[src/hw/rtl/cmf_pkg.sv]
// ----------------------------------------------------------------------------
// cmf_pkg
// Shared sample width and the result/queue types of the cross mean filter.
// ----------------------------------------------------------------------------
package cmf_pkg;

  localparam int SAMPLE_W = 8;

  typedef struct packed {
    logic [SAMPLE_W-1:0] sample;
    logic                run_last;
    logic                image_last;
  } result_t;

  // up to two results written per accepted input word; valid1 implies valid0
  typedef struct packed {
    logic    valid0;
    logic    valid1;
    result_t r0;
    result_t r1;
  } push_t;

  typedef struct packed {
    logic ready;   // room for two more results
  } q_status_t;

endpackage

[src/hw/rtl/cmf_cell.sv]
// ----------------------------------------------------------------------------
// cmf_cell
// One sample cell of the window chain: takes its neighbor's sample or a
// side-loaded sample on each accepted word.
// ----------------------------------------------------------------------------
module cmf_cell (
  input  logic                         clk,
  input  logic                         en,
  input  logic                         sel_load,
  input  logic [cmf_pkg::SAMPLE_W-1:0] d_chain,
  input  logic [cmf_pkg::SAMPLE_W-1:0] d_load,
  output logic [cmf_pkg::SAMPLE_W-1:0] q
);
  import cmf_pkg::*;

  always_ff @(posedge clk) begin
    if (en) begin
      q <= sel_load ? d_load : d_chain;
    end
  end

endmodule

[config.mk]
export PLATFORM = sky130hd
export DESIGN_NAME = cmf_cell
export DESIGN_NICKNAME = d
export VERILOG_FILES = /design/src/hw/rtl/cmf_pkg.sv /design/src/hw/rtl/cmf_cell.sv
export SDC_FILE = /design/constraint.sdc
export NUM_CORES = 1
export LEC_CHECK = 0
export BUFFER_PORTS_ARGS = -buffer_cell sky130_fd_sc_hd__buf_2
export CAP_MARGIN = 20
export CORE_AREA = 2 2 39 41
export DETAILED_ROUTE_END_ITERATION = 12
export DIE_AREA = 0 0 41 43
export REMOVE_ABC_BUFFERS = 1
export SLEW_MARGIN = 20
export SYNTH_ARGS = -nofsm -noshare
export SYNTH_HDL_FRONTEND = slang
export SYNTH_SLANG_ARGS = --single-unit
[constraint.sdc]
create_clock -name clk -period 1.34 [get_ports clk]
set_clock_uncertainty 0.1 [all_clocks]
set_input_delay 0.201 -clock clk [delete_from_list [all_inputs] [get_ports clk]]
set_output_delay 0.201 -clock clk [all_outputs]
set_load 0.005 [all_outputs]
# Word-level counts from Yosys, hierarchy flattened

Index checks and enable logic that the tools add are counted.

Register bits after elaboration: 8
Output and inout port bits: 8
Logic and storage cells: 2
Input bits: 19

Muxes and demuxes: 1

Operator list:

| kind              | count |
|---|---|
| 8-bit two-way mux | 1 |

# Depth between registers and ports, before layout

Gate-level depths: netlist of run 1.

Depth after elaboration: 1
Gate-level depth with buffers: 2
Mapped depth without buffers: 1

# Worst setup path after synthesis of run 1

Ideal clock, no wire load.

Path type: input to register
From: input port sel_load
To: register q[0] (netlist name), data pin
Stages: 2
Arrival: 617 ps
Path buffers: 1
Required time: 980 ps
Setup time: 260 ps
Path slack: 363 ps
Cell sequence: buf_6 > mux2_4

Word-level cells in the longest chain between the ends: 1

Ends and longest elaborated chain:

| item                 | RTL line       | source |
|---|---|---|
| start, declared      | cmf_cell.sv:9  | `input logic sel_load,` |
| 8-bit two-way mux    | cmf_cell.sv:18 | `q <= sel_load ? d_load : d_chain;` |
| end signal, assigned | cmf_cell.sv:18 |  |
| end, declared        | cmf_cell.sv:12 | `output logic [cmf_pkg::SAMPLE_W-1:0] q` |

No other way between the ends.
A chain may end at the register's enable or synchronous reset.

# Worst setup path in the final report of run 1

From: register q[0] (netlist name)
To: output port q[0] (netlist name)

No word-level cell between the ends.

==> reports/metrics.yaml, run 1 <==
cts:
  cts_max_level: 1
  total_cts_buffers: 3
  clockRootBuffer: "clkbuf_4"
  post_cts.repair.setup_buffers: 0
  post_cts.resized_instances: 0
  cts.sink_count: 8
  cts_tree: "yes"
  path_clk_slew_ps: 50
  hold_buffers: 0
  clock_path_buffers: 2
sta:
  fin_crit_sh: 0.765
  grt_setup_unrepaired: "false"
  final_max_slew_viol_count: 0
  timing.slew.headroom: 0.834
  setup_tns_ps: 0
  finalSetupViolations: 0
  timing_worst_slew_pin_value_ps: 249
  max_clock_freq_mhz: 976
  final_critical_path_setup_slack_ps: 315
  finalCriticalPeriod_ps: 1020
  finalHoldViolCount: 0
job:
  max_cap_violations: 0
detailed_routing:
  drt-wirelength-per-cell_um: 9.18
  detail_route.iter0.violations: 1
  detail_route.first_pass.iterations: 4
  detail_route.vias_per_cell: 3.90
  drc_errors: 0
  total_length_of_routed_wires_um: 560
  ant_nets: 0
  vias: 238
placement:
  globalplace.congestion: 0.666
  io_buffers: 26
  placement.setup.worst_slack_ps: 208
setup_path:
  end_kind: "primary output"
  path_cells: "buf_2"
  worst-endpoint-required_ps: 1040
  crit_arrival_ps: 720
  setup.worst_path.class: "flip-flop to primary output"
  cp_slowest_stage_delay_ps: 350
  crit_buf_inv: 1
  crit_slowest_cell: "edfxtp_1"
  worstSetupStartpointType: "flip-flop"
  cp_max_fo: 1
  crit_family: "flip-flops"
synthesis:
  syn_area_sq_um: 372
  number_of_different_library_cells_in_the_post_synthesis_netlist: 3
  postSynthCellCount: 17
  avg_inst_size_synth_sq_um: 21.9
  synth_seq_area_share: 0.646
  synth-warning-count: 0
  synth-seq-cells: 8
cells_and_area:
  most-common-layout-cells: "buf_2 (26), mux2_4 (8), edfxtp_1 (8), clkbuf_4 (3)"
  post_route_cells_drive_above_1_share: 0.822
  design.final.nets: 66
  fill_cells: 129
  largest_register_ffs: 8
  register_name_with_the_most_flops: "q"
  layout_top_registers: "q (8)"
  flow.area_growth_from_synthesis_pct: 43.4
  layout_commonest_cell: "buf_2"
  n_antenna_cell: 0
global_route:
  grt_antenna_before_repair: 0
  globalRouteOverflowTotal: 0
  first_global_vias: 182
  grt_util_all_layers: 0.0722
  global_route_wire_length_before_repair_um: 717
  grt_start_max_net_pins: 9
pwr:
  internal_power_uw: 465
  cellPowerDensity_nw_per_um2: 1070
  switching_power_summed_over_all_nets_uw: 106
  power_frac_clock: 0.305
  p_sw_frac: 0.186
  static-leakage-power_nw: 0.260
  comb_power_share: 0.159
  power.share.sequential: 0.537
  ir_worst_vdd_uv: 269
floorplan:
  die_x_um: 41
  initial_core_util: 0.269
  core_region_area_sq_um: 1380
  die_height_um: 43
  floorplan.rows: 14
  dieArea_sq_um: 1760
  boundaryPins: 27
hold_path:
  hold_path.class: "input pin to flip-flop"
outcome:
  run_status: "finished clean"
layer usage:
| layer | vias up | track usage | share of wire |
|---|---|---|---|
| li1 | 122 | - | - |
| met1 | 102 | 0.0638 | 0.33 |
| met2 | 14 | 0.0875 | 0.56 |
| met3 | 0 | 0.0314 | 0.11 |
| met4 | 0 | 0.120 | 0 |
| met5 | - | 0 | 0 |
Yosys cell counts:
master | instances | area, sq um
edfxtp_1 | 8 | 240
buf_6 | 1 | 11.3
mux2_4 | 8 | 120
final cells by class:
| type | count | area [sq um] | share of cell area |
|---|---|---|---|
| Clock buffer | 3 | 22.5 | 0.0423 |
| Multi-Input combinational cell | 8 | 120 | 0.225 |
| Sequential cell | 8 | 240 | 0.451 |
| Tap cell | 16 | 20.0 | 0.0376 |
| Timing Repair Buffer | 26 | 130 | 0.244 |
worst paths after layout:
path  endpoint  slack, ps  cells after the start       start
max       q[0]        320                      1        q[0]
min       q[1]        150                      2  d_chain[1]
cells by family after synthesis:
group,after synthesis,synth area share
mux,8,0.323
flops,8,0.646
buf+inv,1,0.0303
stage by stage:
stage	util	hold slack [ps]	total power, mW	std cells	instance area (sq um)
detailed placement	0.369	405	0.404	58	510
finish	0.385	153	0.571	61	533
global route	0.385	137	0.603	61	533
floorplan	-	213	0.348	16	360
CTS	0.385	142	0.583	61	533
global placement	0.369	409	0.404	58	510
power groups by stage:
stage / Combinational [mW] / Sequential, mW / Clock, mW
6_report: 0.0907 / 0.307 / 0.174
4_1_cts: 0.0926 / 0.307 / 0.184
5_1_grt: 0.0991 / 0.308 / 0.195
2_1_floorplan: 0.0312 / 0.317 / 0
3_3_place_gp: 0.0920 / 0.312 / 0
3_5_place_dp: 0.0926 / 0.312 / 0
Note: power is estimated with default switching activity, not from simulation.
==> inputs of run 2 (changes only) <==
- ABC_AREA: default -> 1
- clock period: 1.34 -> 1.05 ns (I/O delays scaled with it)
==> reports/metrics.yaml, run 2 <==
placement:
  globalplace.congestion: 0.647
  io_buffers: 26
  place.detailed.instances: 75
  placement.setup.worst_slack_ps: 155
cells_and_area:
  post_route_cells_drive_above_1_share: 0.484
  flow.area_growth_from_synthesis_pct: 46.7
  layout_commonest_cell: "buf_2"
  fin_cells: 78
  register_name_with_the_most_flops: "q"
  n_antenna_cell: 0
  design.final.nets: 83
  layout_top_registers: "q (8)"
  most-common-layout-cells: "buf_2 (26), nand2_1 (24), edfxtp_1 (8), clkbuf_4 (3), inv_2 (1)"
  largest_register_ffs: 8
cts:
  cts_tree: "yes"
  total_cts_buffers: 3
  cts.sink_count: 8
  post_cts.repair.setup_buffers: 0
  clock_path_buffers: 2
  hold_buffers: 0
  cts_max_level: 1
  post_cts.resized_instances: 0
  clockRootBuffer: "clkbuf_4"
  path_clk_slew_ps: 50
detailed_routing:
  ant_nets: 0
  detail_route.first_pass.iterations: 2
  total_length_of_routed_wires_um: 712
  drc_errors: 0
  detail_route.vias_per_cell: 3.94
  detail_route.iter0.violations: 7
  drt-wirelength-per-cell_um: 9.13
  vias: 307
setup_path:
  path_cells: "buf_2"
  cp_max_fo: 1
  end_kind: "primary output"
  worstSetupStartpointType: "flip-flop"
  crit_arrival_ps: 740
  worst-endpoint-required_ps: 790
  crit_path_cell_count: 1
  cp_slowest_stage_delay_ps: 360
  crit_slowest_cell: "edfxtp_1"
  crit_buf_inv: 1
  crit_family: "flip-flops"
  setup.worst_path.class: "flip-flop to primary output"
synthesis:
  synth_top_cells_by_count: "nand2_1 (24), edfxtp_1 (8), buf_6 (1), inv_2 (1)"
  postSynthCellCount: 34
  number_of_different_library_cells_in_the_post_synthesis_netlist: 4
  yosys_most_used_dff: "edfxtp_1"
  postSynth.asyncResetShare: 0
  syn_area_sq_um: 345
  synth_largest_type_area_fraction: 0.696
  number_of_enable_flip_flop_cells_after_synthesis: 8
  most_frequent_cell_after_synthesis: "nand2_1"
  avg_inst_size_synth_sq_um: 10.2
  ys_top_cells_by_area: "edfxtp_1 (70%), nand2_1 (26%), buf_6 (3.3%), inv_2 (1.1%)"
  synth_top_cell_by_area: "edfxtp_1"
  synth-seq-cells: 8
  synth-warning-count: 0
  synth_seq_area_share: 0.696
sta:
  timing.slew.headroom: 0.884
  max_clock_freq_mhz: 1000
  final_critical_path_setup_slack_ps: 54.2
  finalCriticalPeriod_ps: 996
  grt_setup_unrepaired: "false"
  setup_tns_ps: 0
  finalSetupViolations: 0
  finalHoldViolCount: 0
  fin_crit_sh: 0.948
  final_max_slew_viol_count: 0
  timing_worst_slew_pin_value_ps: 175
hold_path:
  min_to: "q[6]"
  hold_path.class: "input pin to flip-flop"
  launch_instance_of_the_worst_min_delay_path: "d_chain[6]"
  min_delay_path_depth: 3
floorplan:
  die_height_um: 43
  boundaryPins: 27
  dieArea_sq_um: 1760
  initial_core_util: 0.250
  floorplan.rows: 14
  core_region_area_sq_um: 1380
  die_x_um: 41
pwr:
  ir_worst_vdd_uv: 308
  static-leakage-power_nw: 0.269
  cellPowerDensity_nw_per_um2: 1410
job:
  max_cap_violations: 0
global_route:
  globalRouteOverflowTotal: 0
  global_route_wire_length_before_repair_um: 972
  first_global_vias: 261
  grt_start_max_net_pins: 10
  grt_antenna_before_repair: 0
  grt_util_all_layers: 0.0928
outcome:
  run_status: "finished clean"
==> run 2: cell count changes after synthesis <==
| cell | delta |
|---|---|
| mux2_4 | -8 |
| inv_2 | +1 |
| nand2_1 | +24 |
==> run 2: cell families (layout without fill, tap and decap cells) <==
family | count (synthesis) | after routing | synth area share
and+or+nand+nor | 24 | 24 | 0.261
DFF | 8 | 8 | 0.696
buffers and inverters | 2 | 30 | 0.0435
==> run 2: power by group <==
part | internal, mW | leakage [nW] | switching (mW) | total [mW]
Combinational | 0.0520 | 0.177 | 0.0469 | 0.0989
Sequential | 0.387 | 0.0780 | 0.00527 | 0.392
Clock | 0.130 | 0.0138 | 0.0926 | 0.223
==> run 2: how the worst max path moves through the flow <==
stage / from / to / slack (ps)
6_report: q[1] / q[1] / 50
5_1_grt: q[3] / q[3] / 10
4_1_cts: q[1] / q[1] / 40
3_5_place_dp: sel_load / q[0] / 150
3_3_place_gp: sel_load / q[2] / 170
2_1_floorplan: sel_load / q[0] / 420
==> run 2: cell type report <==
type / count / area, sq um
Inverter: 1 / 3.75
Tap cell: 16 / 20.0
Timing Repair Buffer: 26 / 130
Multi-Input combinational cell: 24 / 90.1
Fill cell: 146 / 877
Sequential cell: 8 / 240
Clock buffer: 3 / 22.5
==> run 2: per-layer routing <==
layer  GRT usage  vias up  routed length, um
met5           0        -                  0
met4       0.160        0                 22
met3      0.0262        2                 96
met2       0.122       16                347
met1      0.0784      125                246
li1            -      164                  -
==> run 2: stage by stage <==
stage	area (sq um)	util	total power [mW]	hold slack, ps
CTS	507	0.366	0.727	66.4
global placement	484	0.350	0.499	327
finish	507	0.366	0.713	75.8
global route	507	0.366	0.762	65.5
detailed placement	484	0.350	0.499	328
floorplan	334	-	0.429	170
==> inputs of run 3 (changes only) <==
- REMOVE_ABC_BUFFERS: 1 -> default
- clock period: 1.05 -> 1.2 ns (I/O delays scaled with it)
==> reports/metrics.yaml, run 3 (synthesis gave the netlist of run 2 again) <==
outcome:
  run_status: "finished clean"
global_route:
  global_route_wire_length_before_repair_um: 931
  grt_antenna_before_repair: 0
  grt_util_all_layers: 0.0892
  grt_start_max_net_pins: 10
  globalRouteOverflowTotal: 0
  first_global_vias: 263
detailed_routing:
  vias: 323
  ant_nets: 0
  drt-wirelength-per-cell_um: 8.74
  detail_route.vias_per_cell: 4.14
  detail_route.first_pass.iterations: 4
  drc_errors: 0
  detail_route.iter0.violations: 5
  total_length_of_routed_wires_um: 682
setup_path:
  worstSetupStartpointType: "flip-flop"
  crit_family: "flip-flops"
  crit_arrival_ps: 730
  worst_setup_path_startpoint: "q[1]"
  crit_buf_inv: 1
  cp_slowest_stage_delay_ps: 350
  path_cells: "buf_2"
  setup.worst_path.class: "flip-flop to primary output"
  cp_max_fo: 1
  crit_slowest_cell: "edfxtp_1"
  worst-endpoint-required_ps: 920
  end_kind: "primary output"
synthesis:
  synth_fp_nets: 53
sta:
  timing_worst_slew_pin_value_ps: 168
  finalSetupViolations: 0
  max_clock_freq_mhz: 986
  setup_tns_ps: 0
  grt_setup_unrepaired: "false"
  fin_crit_sh: 0.845
  timing.slew.headroom: 0.888
  final_max_slew_viol_count: 0
  finalCriticalPeriod_ps: 1010
  finalHoldViolCount: 0
  final_critical_path_setup_slack_ps: 186
cells_and_area:
  flow.area_growth_from_synthesis_pct: 46.7
  register_name_with_the_most_flops: "q"
  fill_cells: 141
  largest_register_ffs: 8
  layout_top_registers: "q (8)"
  post_route_cells_drive_above_1_share: 0.484
  layout_commonest_cell: "buf_2"
  most-common-layout-cells: "buf_2 (26), nand2_1 (24), edfxtp_1 (8), clkbuf_4 (3), inv_2 (1)"
  design.final.nets: 83
  n_antenna_cell: 0
  multi_input_area_sq_um: 90.1
  regArea_sq_um: 240
cts:
  total_cts_buffers: 3
  path_clk_slew_ps: 50
  cts_tree: "yes"
  post_cts.resized_instances: 0
  clock_path_buffers: 2
  hold_buffers: 0
  cts_max_level: 1
  post_cts.repair.setup_buffers: 0
  clockRootBuffer: "clkbuf_4"
  cts.sink_count: 8
placement:
  dpl_hpwl_um: 582
  placement.setup.worst_slack_ps: 285
  io_buffers: 26
  globalplace.congestion: 0.630
floorplan:
  floorplan.rows: 14
  core_region_area_sq_um: 1380
  boundaryPins: 27
  die_x_um: 41
  die_height_um: 43
  dieArea_sq_um: 1760
  initial_core_util: 0.250
hold_path:
  launch_instance_of_the_worst_min_delay_path: "d_chain[2]"
  hold_path.class: "input pin to flip-flop"
pwr:
  ir_worst_vdd_uv: 269
  cellPowerDensity_nw_per_um2: 1240
  static-leakage-power_nw: 0.269
  post_layout_total_power_uw: 626
job:
  max_cap_violations: 0
run 3: cell counts in the layout (fill, tap and decap cells not counted):
No cell type changed its count.
run 3: layout make-up:
class / count / area share
multi-input combinational: 24 / 0.178
timing repair buffer: 26 / 0.257
sequential: 8 / 0.474
inverter: 1 / 0.00741
clock buffer: 3 / 0.0444
tap: 16 / 0.0395
run 3: power by group:
part	leakage, nW	switching (mW)	internal (mW)
combinational	0.177	0.0413	0.0456
sequential	0.0780	0.00414	0.338
clock	0.0138	0.0828	0.114
run 3: path summary, 6_finish.rpt:
kind,end,cells past startpoint
worst max-delay path,q[1],1
worst min-delay path,q[2],3
run 3: stage by stage:
step | instance area [sq um] | util | hold WS (ps) | std cells
floorplan | 345 | - | 192 | 34
global placement | 484 | 0.350 | 352 | 75
detailed placement | 484 | 0.350 | 351 | 75
CTS | 507 | 0.366 | 94.1 | 78
global route | 507 | 0.366 | 100 | 78
finish | 507 | 0.366 | 94.7 | 78
run 3: layer usage:
layer	track usage	routed length [um]	up-vias
met5	0	0	-
met4	0.140	32	0
met3	0.0262	89	4
met2	0.134	334	20
met1	0.0631	225	134
li1	-	-	165
