==> config.mk <==
export PLATFORM = sky130hd
export DESIGN_NAME = cmf_queue
export DESIGN_NICKNAME = d
export VERILOG_FILES = /design/src/hw/rtl/cmf_pkg.sv /design/src/hw/rtl/cmf_queue.sv
export SDC_FILE = /design/constraint.sdc
export NUM_CORES = 1
export LEC_CHECK = 0
export BUFFER_PORTS_ARGS = -buffer_cell sky130_fd_sc_hd__buf_2
export CAP_MARGIN = 20
export CORE_MARGIN = 1.5
export CORE_UTILIZATION = 51
export CTS_CLUSTER_DIAMETER = 60
export DETAILED_ROUTE_END_ITERATION = 8
export GPL_TIMING_DRIVEN = 0
export HOLD_SLACK_MARGIN = 0.08
export PLACE_DENSITY = 0.75
export SLEW_MARGIN = 30
export SYNTH_ARGS = -nofsm -noshare
export SYNTH_HDL_FRONTEND = slang
export SYNTH_SLANG_ARGS = --single-unit
==> constraint.sdc <==
create_clock -name clk -period 1.65 [get_ports clk]
set_input_delay 0 -clock clk [delete_from_list [all_inputs] [get_ports clk]]
set_output_delay 0 -clock clk [all_outputs]
set_load 0.005 [all_outputs]
==> src/hw/rtl/cmf_pkg.sv <==
// ----------------------------------------------------------------------------
// cmf_pkg
// Shared sample width and the result/queue types of the cross mean filter.
// ----------------------------------------------------------------------------
package cmf_pkg;

  localparam int SAMPLE_W = 8;

  typedef struct packed {
    logic [SAMPLE_W-1:0] sample;
    logic                run_last;
    logic                image_last;
  } result_t;

  // up to two results written per accepted input word; valid1 implies valid0
  typedef struct packed {
    logic    valid0;
    logic    valid1;
    result_t r0;
    result_t r1;
  } push_t;

  typedef struct packed {
    logic ready;   // room for two more results
  } q_status_t;

endpackage

==> src/hw/rtl/cmf_queue.sv <==
// ----------------------------------------------------------------------------
// cmf_queue
// Four-entry result queue feeding the master side; takes up to two results
// per cycle and hands out one per cycle while m_tready is high.
// ----------------------------------------------------------------------------
module cmf_queue (
  input  logic               clk,
  input  logic               rst,
  input  cmf_pkg::push_t     push,
  output cmf_pkg::q_status_t status,
  output logic               m_tvalid,
  input  logic               m_tready,
  output cmf_pkg::result_t   head
);
  import cmf_pkg::*;

  localparam int QD = 4;
  localparam int PW = $clog2(QD);

  result_t       mem [QD];
  logic [PW-1:0] rd_ptr;
  logic [PW-1:0] wr_ptr;
  logic [PW-1:0] wr_ptr1;
  logic [PW:0]   count;
  logic [1:0]    push_cnt;
  logic          pop;

  assign pop      = m_tvalid && m_tready;
  assign push_cnt = {1'b0, push.valid0} + {1'b0, push.valid1};
  assign wr_ptr1  = wr_ptr + 1'b1;

  always_ff @(posedge clk) begin
    if (rst) begin
      count  <= '0;
      rd_ptr <= '0;
      wr_ptr <= '0;
    end else begin
      count  <= count + (PW+1)'(push_cnt) - (PW+1)'(pop);
      rd_ptr <= rd_ptr + PW'(pop);
      wr_ptr <= wr_ptr + PW'(push_cnt);
    end
  end

  always_ff @(posedge clk) begin
    if (push.valid0) begin
      mem[wr_ptr] <= push.r0;
    end
    if (push.valid1) begin
      mem[wr_ptr1] <= push.r1;
    end
  end

  assign head         = mem[rd_ptr];
  assign m_tvalid     = (count != '0);
  assign status.ready = (count <= (PW+1)'(QD - 2));

  a_count_range: assert property (@(posedge clk) disable iff (rst)
    count <= (PW+1)'(QD))
    else $error("result queue count out of range");

  a_push_order: assert property (@(posedge clk) disable iff (rst)
    push.valid1 |-> push.valid0)
    else $error("second result pushed without first");

  a_no_overflow: assert property (@(posedge clk) disable iff (rst)
    (push.valid0 && push.valid1) |-> (count <= (PW+1)'(QD - 2)))
    else $error("double push into full queue");

endmodule
Word level (Yosys, flattened, before mapping)
Memories as Yosys holds them, arrays and structs flattened. A register that Yosys moved wholly into a read port is not among the register bits. Index checks and enable logic that the tools add are counted.

Flip-flop bits (word level): 7. Input bits: 25. Memory bits (writable): 40. Memories kept: 1. Output and inout port bits: 12.

Memory list: mem (depth 4, width 10, read ports 1, clocked after Yosys merged registers in 1, write ports 2, RTL line cmf_queue.sv:20) `result_t mem [QD];`.

Muxes and demuxes: 5. $add $sub $neg: 6. $lt $le $gt $ge: 1. Reductions and logical operators: 2.

Operator list (count): 1-bit two-way mux (4); 3-bit by 2-bit adder with 3-bit output (1); 3-bit by 2-bit less-or-equal comparator with 1-bit output, second input constant (1); 3-bit nonzero test (1); 3-bit by 1-bit subtractor with 3-bit output (1); 1-bit by 1-bit adder with 2-bit output (1); 2-bit by 1-bit adder with 2-bit output (1); 2-bit by 1-bit adder with 2-bit output, second input constant (1); 2-bit adder (1); 2-bit two-way mux (1); 1-bit logical AND (1).

Logic depth before layout (Yosys ltp)
Gate-level depths: netlist of the first run.

Depth in word-level cells: 4. Depth in mapped cells: 7. Gate-level depth less buffers: 7.

Worst setup path after synthesis of the first run
OpenSTA, ideal clock, no wires.

Kind: register to register. Start: register wr_ptr[0]. End: memory mem[0][0] in the netlist's numbering, enable pin. Clock period less this slack: 1.665 ns. Data required time: 1.259 ns. Path slack: -0.015 ns. Cell stages (with the launch flop): 3. Data arrival time: 1.275 ns. Path buffers: 0. Setup time: 0.391 ns. Cells stage by stage: dfxtp_1 > nand2b_1 > o21ai_0.

RTL lines: start: declaration (RTL line cmf_queue.sv:22) `logic [PW-1:0] wr_ptr;`; start signal: assignment (RTL line cmf_queue.sv:40) `wr_ptr <= wr_ptr + PW'(push_cnt);`; end: declaration (RTL line cmf_queue.sv:20).

Final worst setup path of the first run
Start: register count[0]. End: register count[1].

Longest elaborated chain between the ends: 3.

Ends and longest elaborated chain: start: declaration (RTL line cmf_queue.sv:24) `logic [PW:0] count;`; start signal: assignment (RTL line cmf_queue.sv:38) `count <= count + (PW+1)'(push_cnt) - (PW+1)'(pop);`; branches (longest 2 deep; another with 3-bit by 2-bit adder with 3-bit output); 3-bit by 1-bit subtractor with 3-bit output (*) (RTL line cmf_queue.sv:38).

Every way passes the cells marked *. A chain may end at the register's enable or synchronous reset.

==> metrics, run 1 <==
status=complete, but fails checks; failing checks=negative setup slack; die width=73.0 µm; worst r2r path cells=5; top-area cell type share of the netlist area=48.0%; vias in the first global route=1464; nets@finish=238; Least-Margin Pin Slew=0.680 ns; largest net degree at the start of global routing=15; post-synthesis mux area share=33.0%; post-synth cell types=27; die height=73.0 µm; peak supply drop=0.532 mV; Via Count=1450; port bufs=36; cts bufs inserted=5; GRT met1 Usage=22.9%; Routed wire per std cell=17.0 µm; Worst setup SP type=flip-flop; CP startpoint=count[0]; Setup Skew=0.00448 ns; final hold viol count=0; Post-Syn Area=2500 µm²; largest family of logic cells by synthesized area=multiplexers; Slew headroom=54.6%; Hold Path Sink=rd_ptr[1]; crit path DAT=1.86 ns; Critical Path Slowest Stage Cell=fa_2; register area share after synthesis=53.7%; Via-to-Cell Ratio=5.25; row cnt=25; worst reg-to-reg setup slack=-0.01 ns; compound-cell area share of the yosys netlist=1.45%; final setup violation count=1; crit path max fanout=3; Starting Density=52.9%; Yosys reg bits=47; post-route minimum period=1.66 ns; achievable frequency=602 MHz; antenna violations before repair=0; pins over their slew limit=0; DRC Markers=0; hold crit path type=in -> reg; RSZ-0062 raised after global routing=true; Simple-Gate Fraction of Synth Area=4.20%; post-synthesis net count=171; Min-Delay Path Depth=3; total power=3570 µW; Reg2Reg Launch Point=count[0]; CTS H-tree depth=2; die area=5330 µm²; Placeable Area=4720 µm²; power per cell area=1130 nW/µm²; Antenna Nets Post-Route=0; Post-Synth XOR/XNOR Area=2.15%; Synth-to-Final Area Change=26.2%; yosys warns=0; slack of the critical path=-0.0109 ns; Max Cap Violations=0; GRT Util Overall=18.9%; CP Capture Type=flip-flop; CTS Sinks=47; Root Buffer=clkbuf_8; TritonRoute pass-1 iters=4; cell taking the most area after synthesis=edfxtp_1; drt initial violations=63; first-pass GRT wire length=7200 µm; Post-DP Area=2780 µm²; CP peak stage delay=0.42 ns; share of synthesized cell area in full adder, half adder and majority cells=2.80%; leak pwr=0.00129 µW; clock slew at reported path FFs=0.09 ns; HP Start=rst; global placer's final weighted congestion=0.721; post-synthesis average cell area=17.7 µm²; I/O Pins=37; FF-to-FF End=count[1]; met3 Usage GRT=4.83%; crit path buf inv count=0; CTS Buffer Depth=2; Mapped Cells=141; most common cell after layout, fill and taps aside=edfxtp_1; Hold Slack=0.0983 ns; gr busiest metal=met2; synth top area cells=edfxtp_1, mux2_4, mux2_2, mux4_2, dfxtp_1; antenna cell count=0; GR Util met2=33.7%; Layout Cells excl Fill=276; critical path class=reg -> reg; CTS tree=yes; Placed Cells=244; most frequent cells in the layout=edfxtp_1, buf_2, mux2_4, dlygate4sd3_1, mux2_2; gr ovfl total=0; clk_lat worst skew=0.30 ns; Worst Path Required=1.84 ns; delay-heaviest family, CP=adder cells; layout cells sized above 1=53.1%; worst path cell trace=o31ai_4 > xnor2_1 > ha_2 > fa_2 > nor2b_1; post-route cell area=3150 µm²; hpwl dp=2980 µm; final WL=4700 µm; crit share post-route=101%
## worst max path at each step
| stage | cells past startpoint | slack (ns) | end |
|---|---|---|---|
| after floorplan | 2 | -0.02 | mem[0][0] |
| after global placement | 2 | -0.65 | mem[0][7] |
| after detailed placement | 6 | -0.12 | count[2] |
| after CTS | 5 | -0.01 | count[1] |
| after global routing | 5 | -0.08 | count[1] |
| final | 5 | -0.01 | count[1] |
## report_power, final
part	internal [µW]	total, µW	switching [µW]	leakage [µW]
logic	658	1130	470	0.000795
clock network	444	825	381	0.0000556
registers	1510	1620	102	0.000434
total	2620	3570	953	0.00129
## cell families (layout without fill, tap and decap cells)
kind of cell    count (synthesis)  after routing
buf+inv                        10             78
xor+xnor                        3              3
flops                          47             47
fa+ha+maj                       5              5
compound gates                  5              5
mux                            53             53
simple gates                   18             18
## registers in the layout, summed over array words and instances (netlist names)
| signal | count |
|---|---|
| wr_ptr | 2 |
| rd_ptr | 2 |
| mem | 40 |
| count | 3 |
## cell usage after synthesis
library cell,instances
o31ai_2,1
mux4_2,7
o311ai_1,1
mux2i_1,1
a21oi_1,1
nor3b_1,1
ha_1,4
nor2_1,6
nand3_2,1
mux2_2,14
buf_2,1
edfxtp_1,40
xnor2_1,1
or3_1,1
mux4_1,3
inv_1,4
buf_4,2
nand2b_1,1
nand3b_1,2
buf_6,3
dfxtp_1,7
mux2_4,28
fa_1,1
nor2b_1,5
or2_2,1
o21ai_0,2
xnor3_1,2
## layer usage
metal  wire length [µm]  vias up
met2               2510       34
li1                   -      684
met1               1990      727
met4                 40        0
met5                  0        -
met3                156        5
## layout make-up
type | count | area [µm²]
plain buffers | 6 | 53.8
clock buffers | 5 | 68.8
clock inverters | 3 | 38.8
fillers | 317 | 1570
inverters | 4 | 15.0
multi-input cells | 84 | 1130
flip-flops and latches | 47 | 1350
well taps | 67 | 83.8
repair buffers | 60 | 418
## what timing repair did
action,in CTS,in global routing
pin swaps,2,1
buffers inserted,1,0
endpoints found under the hold margin,46,4
gates resized for setup,5,4
hold buffers,22,1
setup endpoints to repair,2,19
## tightest hold or removal path: cells and delay by family
family | cells | cell delay, ns
buffers and inverters | 1 | 0.14
multiplexers | 1 | 0.14
AND/OR/NAND/NOR | 1 | 0.08
## per-stage QoR
step / util (%) / worst slack [ns] / TNS, ns
detailed placement: 58.8 / -0.116 / -0.175
global route: 66.8 / -0.0785 / -0.157
finish: 66.8 / -0.0109 / -0.0109
CTS: 66.2 / -0.0136 / -0.0265
floorplan: - / -0.0154 / -0.308
global placement: 58.5 / -0.650 / -14.53
Power figures use the tool's default switching activity.
==> run 2, diff against run 1 <==
--- a/config.mk
+++ b/config.mk
@@ -10,4 +10,5 @@
 export CORE_MARGIN = 1.5
 export CORE_UTILIZATION = 51
+export CTS_BUF_LIST = sky130_fd_sc_hd__clkbuf_8 sky130_fd_sc_hd__clkbuf_16
 export CTS_CLUSTER_DIAMETER = 60
 export DETAILED_ROUTE_END_ITERATION = 8
==> constraint.sdc (replaced) <==
create_clock -name clk -period 1.65 [get_ports clk]
set_input_delay 0.33 -clock clk [delete_from_list [all_inputs] [get_ports clk]]
set_output_delay 0.33 -clock clk [all_outputs]
set_load 0.005 [all_outputs]
==> metrics, run 2 (synthesized netlist as in run 1, its figures left out) <==
final hold viol count=0 (unchanged); TritonRoute pass-1 iters=4 (unchanged); Routed wire per std cell=18.1 µm (+6.3%); pins over their slew limit=0 (unchanged); most frequent cells in the layout=edfxtp_1, buf_2, mux2_4, mux2_2; Placeable Area=4720 µm² (unchanged); CTS tree=yes; power per cell area=1180 nW/µm² (+4.2%); Synth-to-Final Area Change=19.0%; Stages on worst setup path=3 (-2); crit path max fanout=8 (+5); post-route cell area=2970 µm² (-5.7%); Largest register FFs=40 (unchanged); clk_lat worst skew=0.30 ns (about the same); worst r2r path cells=5 (unchanged); cts bufs inserted=5 (unchanged); Post-DP Area=2800 µm² (+0.86%); first-pass GRT wire length=7270 µm (+0.86%); slack of the critical path=-0.138 ns (-0.127 ns); leak pwr=0.00122 µW (-5.3%); achievable frequency=559 MHz (-7.1%); Starting Density=52.9% (unchanged); CP Capture Type=output pin; worst reg-to-reg setup slack=-0.02 ns (about the same); delay-heaviest family, CP=multiplexers; port bufs=36 (unchanged); Most flops, register=mem; cts hold-fix bufs=0 (-100%); Fillers=363 (+15%); Least-Margin Pin Slew=0.647 ns (-0.0334 ns); Slew headroom=56.9% (+2.2 points); RSZ-0062 raised after global routing=true; Layout Cells excl Fill=261 (-5.4%); most common cell after layout, fill and taps aside=edfxtp_1; hold crit path type=in -> reg; Critical Path Slowest Stage Cell=mux4_2; gr ovfl total=0 (unchanged); die height=73.0 µm (unchanged); I/O Pins=37 (unchanged); drt initial violations=40 (-37%); worst path cell trace=buf_12 > mux4_2 > buf_2; row cnt=25 (unchanged); hpwl dp=3170 µm (+6.3%); crit share post-route=108% (+7.7 points); crit path buf inv count=2 (+2); Final TNS setup=-1.27 ns (-1.26 ns); Worst Path Required=1.32 ns (-0.52 ns); Placed Cells=245 (+0.41%); critical path class=reg -> out; die width=73.0 µm (unchanged); pre-CTS setup slack=-0.173 ns (-0.0579 ns); CP startpoint=rd_ptr[0]; Via Count=1413 (-2.6%); layout cells sized above 1=63.4% (+10 points); largest net degree at the start of global routing=14 (-1); crit path DAT=1.46 ns (-0.40 ns); status=complete, but fails checks; CP peak stage delay=0.49 ns (+0.07 ns); Reg2Reg Launch Point=count[2]; FF-to-FF End=count[1]; Hold Slack=0.300 ns (+0.201 ns); GRT Util Overall=19.0% (+0.079 points); CTS Buffer Depth=2 (unchanged); CTS H-tree depth=2 (unchanged); CTS Sinks=47 (unchanged); global placer's final weighted congestion=0.672 (-6.8%); Root Buffer=clkbuf_8; nets@finish=223 (-6.3%); final setup violation count=11 (+10); Via-to-Cell Ratio=5.41 (+3.0%); vias in the first global route=1527 (+4.3%); final WL=4720 µm (+0.55%); crit path to=head[2]; Worst setup SP type=flip-flop; antenna cell count=0 (unchanged); Max Cap Violations=0 (unchanged); failing checks=negative setup slack; biggest regs=mem (40), count (3); DRC Markers=0 (unchanged); post-route minimum period=1.79 ns (+0.127 ns); Setup Skew=0.00454 ns (+0.0000590 ns); clock slew at reported path FFs=0.08 ns (about the same); Antenna Nets Post-Route=0 (unchanged); antenna violations before repair=0 (unchanged); die area=5330 µm² (unchanged); peak supply drop=0.611 mV (+15%)
==> run 2: cell types whose count changed in the layout (fill, tap and decap cells not counted), moves of 2 or more <==
cell / delta
buf_4: +7
mux4_2: +3
mux4_1: -3
dlygate4sd3_1: -23
inv_1: +2
dfxtp_4: +3
dfxtp_2: -2
==> run 2: layout make-up <==
cell class / instances / area (µm²) / area share [%]
plain buffers: 6 / 68.8 / 2.31
flip-flops and latches: 47 / 1360 / 45.6
well taps: 67 / 83.8 / 2.82
clock inverters: 3 / 12.5 / 0.421
clock buffers: 5 / 68.8 / 2.31
inverters: 4 / 15.0 / 0.505
multi-input cells: 84 / 1120 / 37.6
repair buffers: 45 / 251 / 8.46
==> run 2: timing repair <==
| item | CTS | global route |
|---|---|---|
| setup buffers | 7 | 1 |
| endpoints found under the setup margin | 12 | 12 |
| resized for setup | 16 | 2 |
| pin swaps | 3 | 3 |
==> run 2: how the worst min path moves through the flow <==
stage,from,end,slack (ns),cells after the start
2_1_floorplan,rst,count[0],0.40,1
3_3_place_gp,rd_ptr[1],rd_ptr[1],0.55,2
3_5_place_dp,rd_ptr[1],rd_ptr[1],0.58,2
4_1_cts,rst,count[1],0.30,2
5_1_grt,rst,count[1],0.31,2
6_report,rst,count[1],0.30,2
==> run 2: metrics by stage <==
step	utilization, %	total power (µW)
3_3_place_gp	58.8	2620
4_1_cts	62.7	3510
2_1_floorplan	-	2340
6_report	63.0	3510
5_1_grt	63.0	3680
3_5_place_dp	59.3	2700
==> run 2: where the power goes <==
| group | total [µW] | switching (µW) | internal [µW] | leakage [µW] |
|---|---|---|---|---|
| Clock | 655 | 370 | 286 | 0.0000505 |
| Sequential | 1630 | 105 | 1530 | 0.000436 |
| Combinational | 1220 | 493 | 729 | 0.000730 |
| Total | 3510 | 967 | 2540 | 0.00122 |
==> run 2: layer usage <==
metal | wire, µm | up-vias | track usage (%)
li1 | - | 654 | -
met1 | 1940 | 729 | 21.5
met2 | 2610 | 24 | 34.8
met3 | 125 | 6 | 4.42
met4 | 49 | 0 | 6.29
met5 | 0 | - | 0
==> run 2: worst reg2reg max path, cell delays in order (launching register included) <==
cell     delay, ns
dfxtp_4       0.36
o31ai_4       0.28
xnor2_1       0.16
ha_2          0.21
fa_2          0.42
nor2b_1       0.13
